`config.mk`:
```
export PLATFORM = sky130hd
export DESIGN_NAME = utf8_codepoint_decoder
export DESIGN_NICKNAME = d
export VERILOG_FILES = /design/src/sv/u8d_pkg.sv /design/src/sv/u8d_in_stage.sv /design/src/sv/u8d_decode.sv /design/src/sv/u8d_out_queue.sv /design/src/sv/utf8_codepoint_decoder.sv
export SDC_FILE = /design/constraint.sdc
export NUM_CORES = 1
export LEC_CHECK = 0
export ABC_AREA = 1
export BUFFER_PORTS_ARGS = -buffer_cell sky130_fd_sc_hd__buf_2
export CORE_ASPECT_RATIO = 1.5
export CORE_MARGIN = 5
export CORE_UTILIZATION = 63
export DETAILED_ROUTE_END_ITERATION = 6
export PLACE_DENSITY = 0.84
export RECOVER_POWER = 25
export SLEW_MARGIN = 40
export SYNTH_ARGS = -nofsm -noshare
export SYNTH_HDL_FRONTEND = slang
export SYNTH_SLANG_ARGS = --single-unit
```
`constraint.sdc`:
```
create_clock -name i_clk -period 4.8 [get_ports i_clk]
set_input_delay 0.96 -clock i_clk [delete_from_list [all_inputs] [get_ports i_clk]]
set_output_delay 0.96 -clock i_clk [all_outputs]
set_load 0.03 [all_outputs]
```
`src/sv/u8d_pkg.sv`:
```
`timescale 1ns / 1ps
// u8d_pkg: shared types, constants and the lead byte classifier
// for the utf8 code point decoder; no dependencies

package u8d_pkg;

    localparam int CP_W = 31;

    // substitute character for a broken sequence
    localparam logic [CP_W-1:0] SUBST_CHAR = 31'd63;

    // one result item
    typedef struct packed {
        logic [CP_W-1:0] code_point;
        logic            replaced;
        logic            last_of_run;
    } t_result;

    // classification of a byte seen with no sequence open
    typedef struct packed {
        logic       lead;
        logic [2:0] len;
        logic [4:0] payload;
    } t_lead_info;

    // what one decoded byte yields, handed from decoder to output queue
    typedef struct packed {
        logic [1:0] count;
        t_result    res0;
        t_result    res1;
    } t_dec_out;

    // lead byte: number of continuation bytes and payload bits it carries
    function automatic t_lead_info classify_lead(input logic [7:0] b);
        t_lead_info info;
        info = '0;
        case (b) inside
            8'b110?????: begin
                info.lead    = 1'b1;
                info.len     = 3'd1;
                info.payload = {b[4:0]};
            end
            8'b1110????: begin
                info.lead    = 1'b1;
                info.len     = 3'd2;
                info.payload = {1'b0, b[3:0]};
            end
            8'b11110???: begin
                info.lead    = 1'b1;
                info.len     = 3'd3;
                info.payload = {2'b0, b[2:0]};
            end
            8'b111110??: begin
                info.lead    = 1'b1;
                info.len     = 3'd4;
                info.payload = {3'b0, b[1:0]};
            end
            8'b1111110?: begin
                info.lead    = 1'b1;
                info.len     = 3'd5;
                info.payload = {4'b0, b[0]};
            end
            default: begin
                info = '0;
            end
        endcase
        return info;
    endfunction

endpackage

```
`src/sv/u8d_in_stage.sv`:
```
`timescale 1ns / 1ps
// u8d_in_stage: input register for the byte stream
// depends on nothing but the clock and reset

module u8d_in_stage (
    input  logic       i_clk,
    input  logic       i_rst_n,
    input  logic       i_valid,
    output logic       o_ready,
    input  logic [7:0] i_byte,
    input  logic       i_take,
    output logic       o_valid,
    output logic [7:0] o_byte
);

    logic       r_valid;
    logic       n_valid;
    logic [7:0] r_byte;
    logic       w_load;

    // register frees up when empty or when its byte is decoded this cycle
    assign o_ready = !r_valid || i_take;
    assign w_load  = i_valid && o_ready;

    always_comb begin
        n_valid = r_valid;
        if (w_load) begin
            n_valid = 1'b1;
        end else if (i_take) begin
            n_valid = 1'b0;
        end
    end

    always_ff @(posedge i_clk) begin
        if (!i_rst_n) begin
            r_valid <= 1'b0;
        end else begin
            r_valid <= n_valid;
        end
    end

    // payload holds no reset
    always_ff @(posedge i_clk) begin
        if (w_load) begin
            r_byte <= i_byte;
        end
    end

    assign o_valid = r_valid;
    assign o_byte  = r_byte;

endmodule

```
`src/sv/u8d_decode.sv`:
```
`timescale 1ns / 1ps
// u8d_decode: sequence state and per-byte result logic
// depends on u8d_pkg

module u8d_decode
    import u8d_pkg::*;
(
    input  logic       i_clk,
    input  logic       i_rst_n,
    input  logic [7:0] i_byte,
    input  logic       i_fire,
    output t_dec_out   o_dec
);

    logic [2:0]      r_remaining;
    logic [2:0]      n_remaining;
    logic [CP_W-1:0] r_partial;
    logic [CP_W-1:0] n_partial;
    logic [CP_W-1:0] w_shifted;
    logic            w_open;
    logic            w_cont;
    t_lead_info      w_info;
    t_result         w_plain;

    assign w_open    = (r_remaining != 3'd0);
    assign w_cont    = (i_byte[7:6] == 2'b10);
    assign w_info    = classify_lead(i_byte);
    assign w_shifted = {r_partial[CP_W-7:0], i_byte[5:0]};

    // the byte passed through unchanged
    always_comb begin
        w_plain.code_point  = {{(CP_W-8){1'b0}}, i_byte};
        w_plain.replaced    = 1'b0;
        w_plain.last_of_run = 1'b1;
    end

    // results and next state for the byte in the input register
    always_comb begin
        o_dec       = '0;
        n_remaining = r_remaining;
        n_partial   = r_partial;
        if (w_open && w_cont) begin
            // continuation: shift six payload bits in
            n_remaining = r_remaining - 3'd1;
            if (r_remaining == 3'd1) begin
                o_dec.count            = 2'd1;
                o_dec.res0.code_point  = w_shifted;
                o_dec.res0.last_of_run = 1'b1;
                n_partial              = '0;
            end else begin
                n_partial = w_shifted;
            end
        end else begin
            // fresh byte, possibly after a broken sequence
            if (w_info.lead) begin
                n_remaining = w_info.len;
                n_partial   = {{(CP_W-5){1'b0}}, w_info.payload};
            end else begin
                n_remaining = 3'd0;
                n_partial   = '0;
            end
            if (w_open) begin
                o_dec.res0.code_point  = SUBST_CHAR;
                o_dec.res0.replaced    = 1'b1;
                o_dec.res0.last_of_run = w_info.lead;
                if (w_info.lead) begin
                    o_dec.count = 2'd1;
                end else begin
                    o_dec.count = 2'd2;
                    o_dec.res1  = w_plain;
                end
            end else if (!w_info.lead) begin
                o_dec.count = 2'd1;
                o_dec.res0  = w_plain;
            end
        end
    end

    always_ff @(posedge i_clk) begin
        if (!i_rst_n) begin
            r_remaining <= 3'd0;
            r_partial   <= '0;
        end else if (i_fire) begin
            r_remaining <= n_remaining;
            r_partial   <= n_partial;
        end
    end

endmodule

```
`src/sv/u8d_out_queue.sv`:
```
`timescale 1ns / 1ps
// u8d_out_queue: two-slot shifting result queue that drives the output stream
// depends on u8d_pkg

module u8d_out_queue
    import u8d_pkg::*;
(
    input  logic     i_clk,
    input  logic     i_rst_n,
    input  t_dec_out i_push,
    output logic [1:0] o_room,
    output logic     o_valid,
    input  logic     i_ready,
    output t_result  o_head
);

    logic [1:0] r_occ;
    logic [1:0] n_occ;
    t_result    r_slot0;
    t_result    r_slot1;
    t_result    n_slot0;
    t_result    n_slot1;
    t_result    w_base0;
    logic       w_pop;
    logic [1:0] w_left;

    assign w_pop   = (r_occ != 2'd0) && i_ready;
    assign w_left  = r_occ - {1'b0, w_pop};
    assign o_room  = 2'd2 - w_left;
    assign w_base0 = w_pop ? r_slot1 : r_slot0;

    // shift out the head, then append new results behind what is left
    always_comb begin
        n_occ   = w_left + i_push.count;
        n_slot0 = w_base0;
        n_slot1 = r_slot1;
        case (w_left)
            2'd0: begin
                n_slot0 = i_push.res0;
                n_slot1 = i_push.res1;
            end
            2'd1: begin
                n_slot0 = w_base0;
                n_slot1 = i_push.res0;
            end
            default: begin
                n_slot0 = w_base0;
                n_slot1 = r_slot1;
            end
        endcase
    end

    always_ff @(posedge i_clk) begin
        if (!i_rst_n) begin
            r_occ <= 2'd0;
        end else begin
            r_occ <= n_occ;
        end
    end

    always_ff @(posedge i_clk) begin
        r_slot0 <= n_slot0;
        r_slot1 <= n_slot1;
    end

    assign o_valid = (r_occ != 2'd0);
    assign o_head  = r_slot0;

endmodule

```
`src/sv/utf8_codepoint_decoder.sv`:
```
`timescale 1ns / 1ps
// utf8_codepoint_decoder: top level, byte stream in, code point stream out
// depends on u8d_pkg, u8d_in_stage, u8d_decode, u8d_out_queue

// Decodes original-form UTF-8 (lead bytes with up to five continuation bytes,
// values up to 31 bits) one byte per clock. A byte is taken into an input
// register, decoded combinationally against the sequence state while held, and its
// results go to a two-slot output queue. The first result passes through the
// input register and a queue slot before it is presented on the output.
// With the output always ready the input sustains one byte per cycle. A byte
// that gives two results (a broken sequence followed by a plain byte) always
// comes right after a byte that gave at most one result, so the queue then
// has room for both and the input is never held. Only output stalls hold
// the input.
// tlast marks the final result caused by a byte; tuser flags a '?' that
// replaces a broken sequence. Output ready feeds input ready combinationally.

module utf8_codepoint_decoder
    import u8d_pkg::*;
(
    input  logic        i_clk,
    input  logic        i_rst_n,
    input  logic        s_axis_tvalid,
    output logic        s_axis_tready,
    input  logic [7:0]  s_axis_tdata,   // [7:0] text_byte
    output logic        m_axis_tvalid,
    input  logic        m_axis_tready,
    output logic [31:0] m_axis_tdata,   // [30:0] code_point, [31] zero
    output logic        m_axis_tuser,   // [0] replaced
    output logic        m_axis_tlast
);

    logic       w_in_valid;
    logic [7:0] w_in_byte;
    logic       w_fire;
    logic [1:0] w_room;
    t_dec_out   w_dec;
    t_dec_out   w_push;
    t_result    w_head;

    u8d_in_stage u_in (
        .i_clk   (i_clk),
        .i_rst_n (i_rst_n),
        .i_valid (s_axis_tvalid),
        .o_ready (s_axis_tready),
        .i_byte  (s_axis_tdata),
        .i_take  (w_fire),
        .o_valid (w_in_valid),
        .o_byte  (w_in_byte)
    );

    u8d_decode u_dec (
        .i_clk   (i_clk),
        .i_rst_n (i_rst_n),
        .i_byte  (w_in_byte),
        .i_fire  (w_fire),
        .o_dec   (w_dec)
    );

    // decode the held byte once the queue can take all of its results
    assign w_fire = w_in_valid && (w_dec.count <= w_room);

    always_comb begin
        w_push = w_dec;
        if (!w_fire) begin
            w_push.count = 2'd0;
        end
    end

    u8d_out_queue u_q (
        .i_clk   (i_clk),
        .i_rst_n (i_rst_n),
        .i_push  (w_push),
        .o_room  (w_room),
        .o_valid (m_axis_tvalid),
        .i_ready (m_axis_tready),
        .o_head  (w_head)
    );

    // output transfer fields
    assign m_axis_tdata = {1'b0, w_head.code_point};
    assign m_axis_tuser = w_head.replaced;
    assign m_axis_tlast = w_head.last_of_run;

endmodule

```
# After elaboration in Yosys (flattened, before gate mapping)
# Index checks and enable logic that the tools add are counted.
# word_totals
ff_bits	105
latchBits	0
mem_bits_rw	0
mem_bits_ro	0
inputBits	12
output_inout_bits	36
elab_cells	63
mem_count	0
# classes
addsub	4
n_mul	0
n_div	0
n_lt_le_gt_ge	1
eq_ne	8
shifts	0
n_mux	27
n_bitwise	0
reduce_logical	12
# op_table
op	n
33-bit 2-to-1 mux	3
33-bit one-hot mux with 2 select lines	1
25-bit 2-to-1 mux	2
9-bit 2-to-1 mux	5
35-bit 2-to-1 mux	1
34-bit 2-to-1 mux	1
32-bit 2-to-1 mux	1
10-bit 2-to-1 mux	3
2-bit nonzero test	4
7-bit == test (second input constant)	1
6-bit == test (second input constant)	1
3-bit 2-to-1 mux	2
5-bit == test (second input constant)	1
1-bit 2-to-1 mux	5
5-bit 2-to-1 mux	1
4-bit == test (second input constant)	1
1-bit logical AND	4
2-bit 2-to-1 mux	2
3-bit by 1-bit == test with 1-bit output (second input constant)	1
3-bit == test (second input constant)	1
3-bit nonzero test	1
3-bit by 1-bit subtractor with 3-bit output (second input constant)	1
2-bit adder	1
2-bit by 1-bit == test with 1-bit output (second input constant)	1
7 further kinds	7

# Logic depth before layout (Yosys ltp)
# depth
ltp_word	14
ltp_mapped	20
ltp_nobuf	19

# Modules after synthesis
# A second synthesis with hierarchy kept.
# unflattened
hier_cells	631
hier_area_um2	5318.9
# by_module_without_submodules
mod	n_inst	cells_per_inst	area_per_inst_um2	seq_area_each_um2
u8d_out_queue	1	299	3086.7	2021.9
u8d_decode	1	300	1853.0	560.5
u8d_in_stage	1	15	291.5	260.2
utf8_codepoint_decoder	1	17	87.6	0.0

# Worst setup path before layout
# OpenSTA, ideal clock, no wires.
# synth_timing
kind	input port to flip-flop
from	input port m_axis_tready
to	register u_q.r_slot1[0] in the netlist's numbering, enable pin
setup_ps	391
arrival_time_ps	3018
required_ps	4409
setup_slack_ps	1391
stages	10
n_path_buf	3
path_cell_list	nand2_1 inv_1 ha_1 xnor2_1 ha_1 buf_2 inv_1 buf_2 buf_1 nand2_1
# synth_between
elab_chain_len	4
elab_cells_between_ends	5
classes_between	add/sub: 1; eq/ne: 1; reduce/logical: 3
# synth_lines
element	line_no	source
from (decl)	utf8_codepoint_decoder.sv:27	input logic m_axis_tready,
1-bit logical AND *	u8d_out_queue.sv:27	assign w_pop = (r_occ != 2'd0) && i_ready;
2-bit by 1-bit subtractor with 2-bit output *	u8d_out_queue.sv:28	assign w_left = r_occ - {1'b0, w_pop};
2-bit by 1-bit == test with 1-bit output / 2-bit zero test (equally long branches)	u8d_out_queue.sv:37	case (w_left)
2-bit nonzero test (no source line) *	n/a	
to (signal assigned)	u8d_out_queue.sv:63	r_slot1 <= n_slot1;
to (decl)	u8d_out_queue.sv:20	t_result r_slot1;
# Mark *: on every way between the ends. The rest lies on a longest branch, timed or not.
# A chain may end at the register's enable or synchronous reset.

# Worst setup path after layout
# layout_timing
from	register u_in.r_byte[7], in the netlist u_in.o_byte[7]
to	output port s_axis_tready
# layout_between
elab_chain_len	12
elab_cells_between_ends	19
classes_between	order compare: 1; eq/ne: 6; mux: 9; reduce/logical: 3
# layout_lines
element	line_no	source
from (decl)	u8d_in_stage.sv:18	logic [7:0] r_byte;
from (signal assigned)	u8d_in_stage.sv:45	r_byte <= i_byte;
7-bit == test	u8d_decode.sv:27	assign w_info = classify_lead(i_byte);
9-bit 2-to-1 mux (5 in a row)	u8d_pkg.sv:37	case (b) inside
34-bit 2-to-1 mux / 2-bit 2-to-1 mux (equally long branches)	u8d_decode.sv:72, u8d_decode.sv:66	
35-bit 2-to-1 mux	u8d_decode.sv:62	if (w_open) begin
33-bit 2-to-1 mux *	u8d_decode.sv:42	if (w_open && w_cont) begin
2-bit <= comparator *	utf8_codepoint_decoder.sv:61	assign w_fire = w_in_valid && (w_dec.count <= w_room);
1-bit logical AND *	utf8_codepoint_decoder.sv:61	
1-bit logical OR *	u8d_in_stage.sv:22	assign o_ready = !r_valid || i_take;
to (decl)	utf8_codepoint_decoder.sv:24	output logic s_axis_tready,
# Marks and branches as above.

==> metrics.yaml <==
hold_depth: 2
area_delta_synth_final_pct: 8.64
worst_pin_slew_ps: 921
placed_cell_area_um2: 4970
die_area_um2: 9330
skew_ps: 5.33
path_class: "reg2out"
syn_nets: 502
synth_area_leader_cell: "edfxtp_1"
drv_cap: 0
io_buffer_count: 46
slew_violations: 0
viasPerCell: 5.60
htree_levels: 3
fmaxAchievable_mhz: 260
row_count: 38
die_x_um: 80.6
setup_viol_count_final: 0
first_pass_iters: 5
netlist_area_um2: 4710
synth_area_per_cell_um2: 9.80
initial_utilization_pct: 64.7
drt-initial-drc-count: 320
drt_wl_total_mm: 9.34
clk_transition_reported_paths_ps: 90
critical_path.max_fanout: 10
cts.sinks: 105
grt_use_total_pct: 21.0
antenna_left: 0
rsz0062_at_grt: "false"
worstPathRequired_ps: 3840
async_flop_share_pct: 0
drt-wirelength-per-cell_um: 15.0
outcome: "complete, no violations"
synth-edff-count: 74
finalNetCount: 539
relSlewSlack_pct: 38.5
syn_inst: 480
drc: 0
grt_pass1_vias: 3222
grt-ovfl-total: 0
cts_tree: "yes"
synth_top_cells_by_count: "124 x nand2_1, 74 x edfxtp_1, 44 x inv_1"
postCtsHoldBufs: 0
synthTopCellsByArea: "edfxtp_1 47%, dfxtp_1 13%, nand2_1 9.9%"
postCtsSetupRepairBufs: 0
ctsResizeCount: 0
hold_slack_ps: 467
period_share_pct: 80.2
period_needed_ps: 3850
n_antenna_cell: 0
hold_viol: 0
final_area_um2: 5110
synthFlopType: "edfxtp_1"
rr_worst_depth: 17
fp.coreArea_um2: 7270
clockRootBuffer: "clkbuf_8"
gp_congestion: 0.927
hold_class: "reg2reg"
tns_ps: 0
yosysSeqAreaShare_pct: 60.4
yosysMostFrequentCell: "nand2_1"
die_h_um: 116
grt_max_degree: 61
boundaryPins: 48
dpl.hpwl_mm: 6.43
num_vias: 3486
layout-drive-gt1-share_pct: 9.77
clockBufferDepth: 2
antenna_found_initial: 0
cp.arrival_ps: 2890
crit_path_start_kind: "flip-flop"
grt_pass1_wl_mm: 14.8
synth-seq-cells: 105
yosysUniqueCellTypes: 30
cp-end-kind: "primary output"
ys.warnings.count: 0
clk_latency_ps: 360
numCtsBuffers: 9
yosysTopAreaCellShare_pct: 47.2
cell families (layout without fill, tap and decap cells):
kind of cell	after synthesis	in the layout	share of synthesized area (%)
AO/OA/AOI/OAI	85	85	10.6
other	1	1	0.0797
buffers and inverters	75	117	6.75
adder cells (fa/ha/maj)	10	10	2.66
AND/OR/NAND/NOR	201	201	19.0
XOR/XNOR	3	3	0.558
flip-flops	105	105	60.4
registers in the layout (all words and copies together), names as in the netlist:
name               count
u_dec.r_partial       25
u_dec.r_remaining      3
u_in.o_byte            8
u_in.o_valid           1
u_q.o_head            33
u_q.r_occ              2
u_q.r_slot1           33
through the flow:
| stage | util (%) | setup slack, ps | instances |
|---|---|---|---|
| 5_1_grt | 70.3 | 767 | 622 |
| 4_1_cts | 70.9 | 976 | 622 |
| 3_5_place_dp | 68.4 | 1130 | 606 |
| 3_3_place_gp | 68.4 | 1220 | 606 |
| 2_1_floorplan | - | 1390 | 480 |
| 6_report | 70.3 | 950 | 622 |
cell type report:
| class | instances | area, um^2 |
|---|---|---|
| clock buffer | 14 | 173 |
| clock inverter | 2 | 12.5 |
| fill | 588 | 2160 |
| inverter | 49 | 184 |
| multi-input combinational | 300 | 1540 |
| sequential | 105 | 2840 |
| tap | 100 | 125 |
| timing repair buffer | 52 | 233 |
worst paths after layout:
kind | from | endpoint | slack [ps]
setup reg to reg | u_in.o_byte[7] | u_dec.r_partial[18] | 1500
setup / recovery | u_in.o_byte[7] | s_axis_tready | 950
hold reg to reg | u_dec.r_partial[4] | u_dec.r_partial[4] | 470
hold / removal | u_dec.r_partial[4] | u_dec.r_partial[4] | 470
metal layers:
layer	wire, um	global-route usage, %	up-vias
li1	-	-	1710
met1	3520	22.8	1615
met2	4870	36.9	125
met3	470	3.97	36
met4	471	13.6	0
met5	0	0	-
cells in the final DEF, fill, tap and decap left out:
master	count
nand2_1	124
edfxtp_1	74
inv_1	44
clkbuf_1	36
dfxtp_1	31
a21oi_1	30
o31ai_1	23
nor3_1	23
o21ai_1	22
nand3_1	21
clkbuf_8	12
buf_2	12
nor2_1	10
ha_1	10
nand4_1	9
o21ai_0	7
nand2_2	6
buf_4	6
inv_2	4
nor2_4	4
xnor2_1	3
nor2_2	2
or2_2	1
clkinv_1	1
nand3_2	1
o21ai_4	1
o22ai_1	1
a31oi_1	1
conb_1	1
clkinvlp_4	1
clkinv_2	1
worst max-delay path, cell delays in order, from the launching register on:
cell and delay [ps]:
edfxtp_1 470, nand2_1 160, nor2_4 150, nand3_2 220, nand2_2 160, inv_2 90, ha_1 280, o21ai_1 310
ha_1 300, nand2_1 80, nand3_1 110, buf_2 200
Power is left out: the tool's default activity adds up to more than one toggle a clock period on the data nets, which glitch-free logic cannot reach.
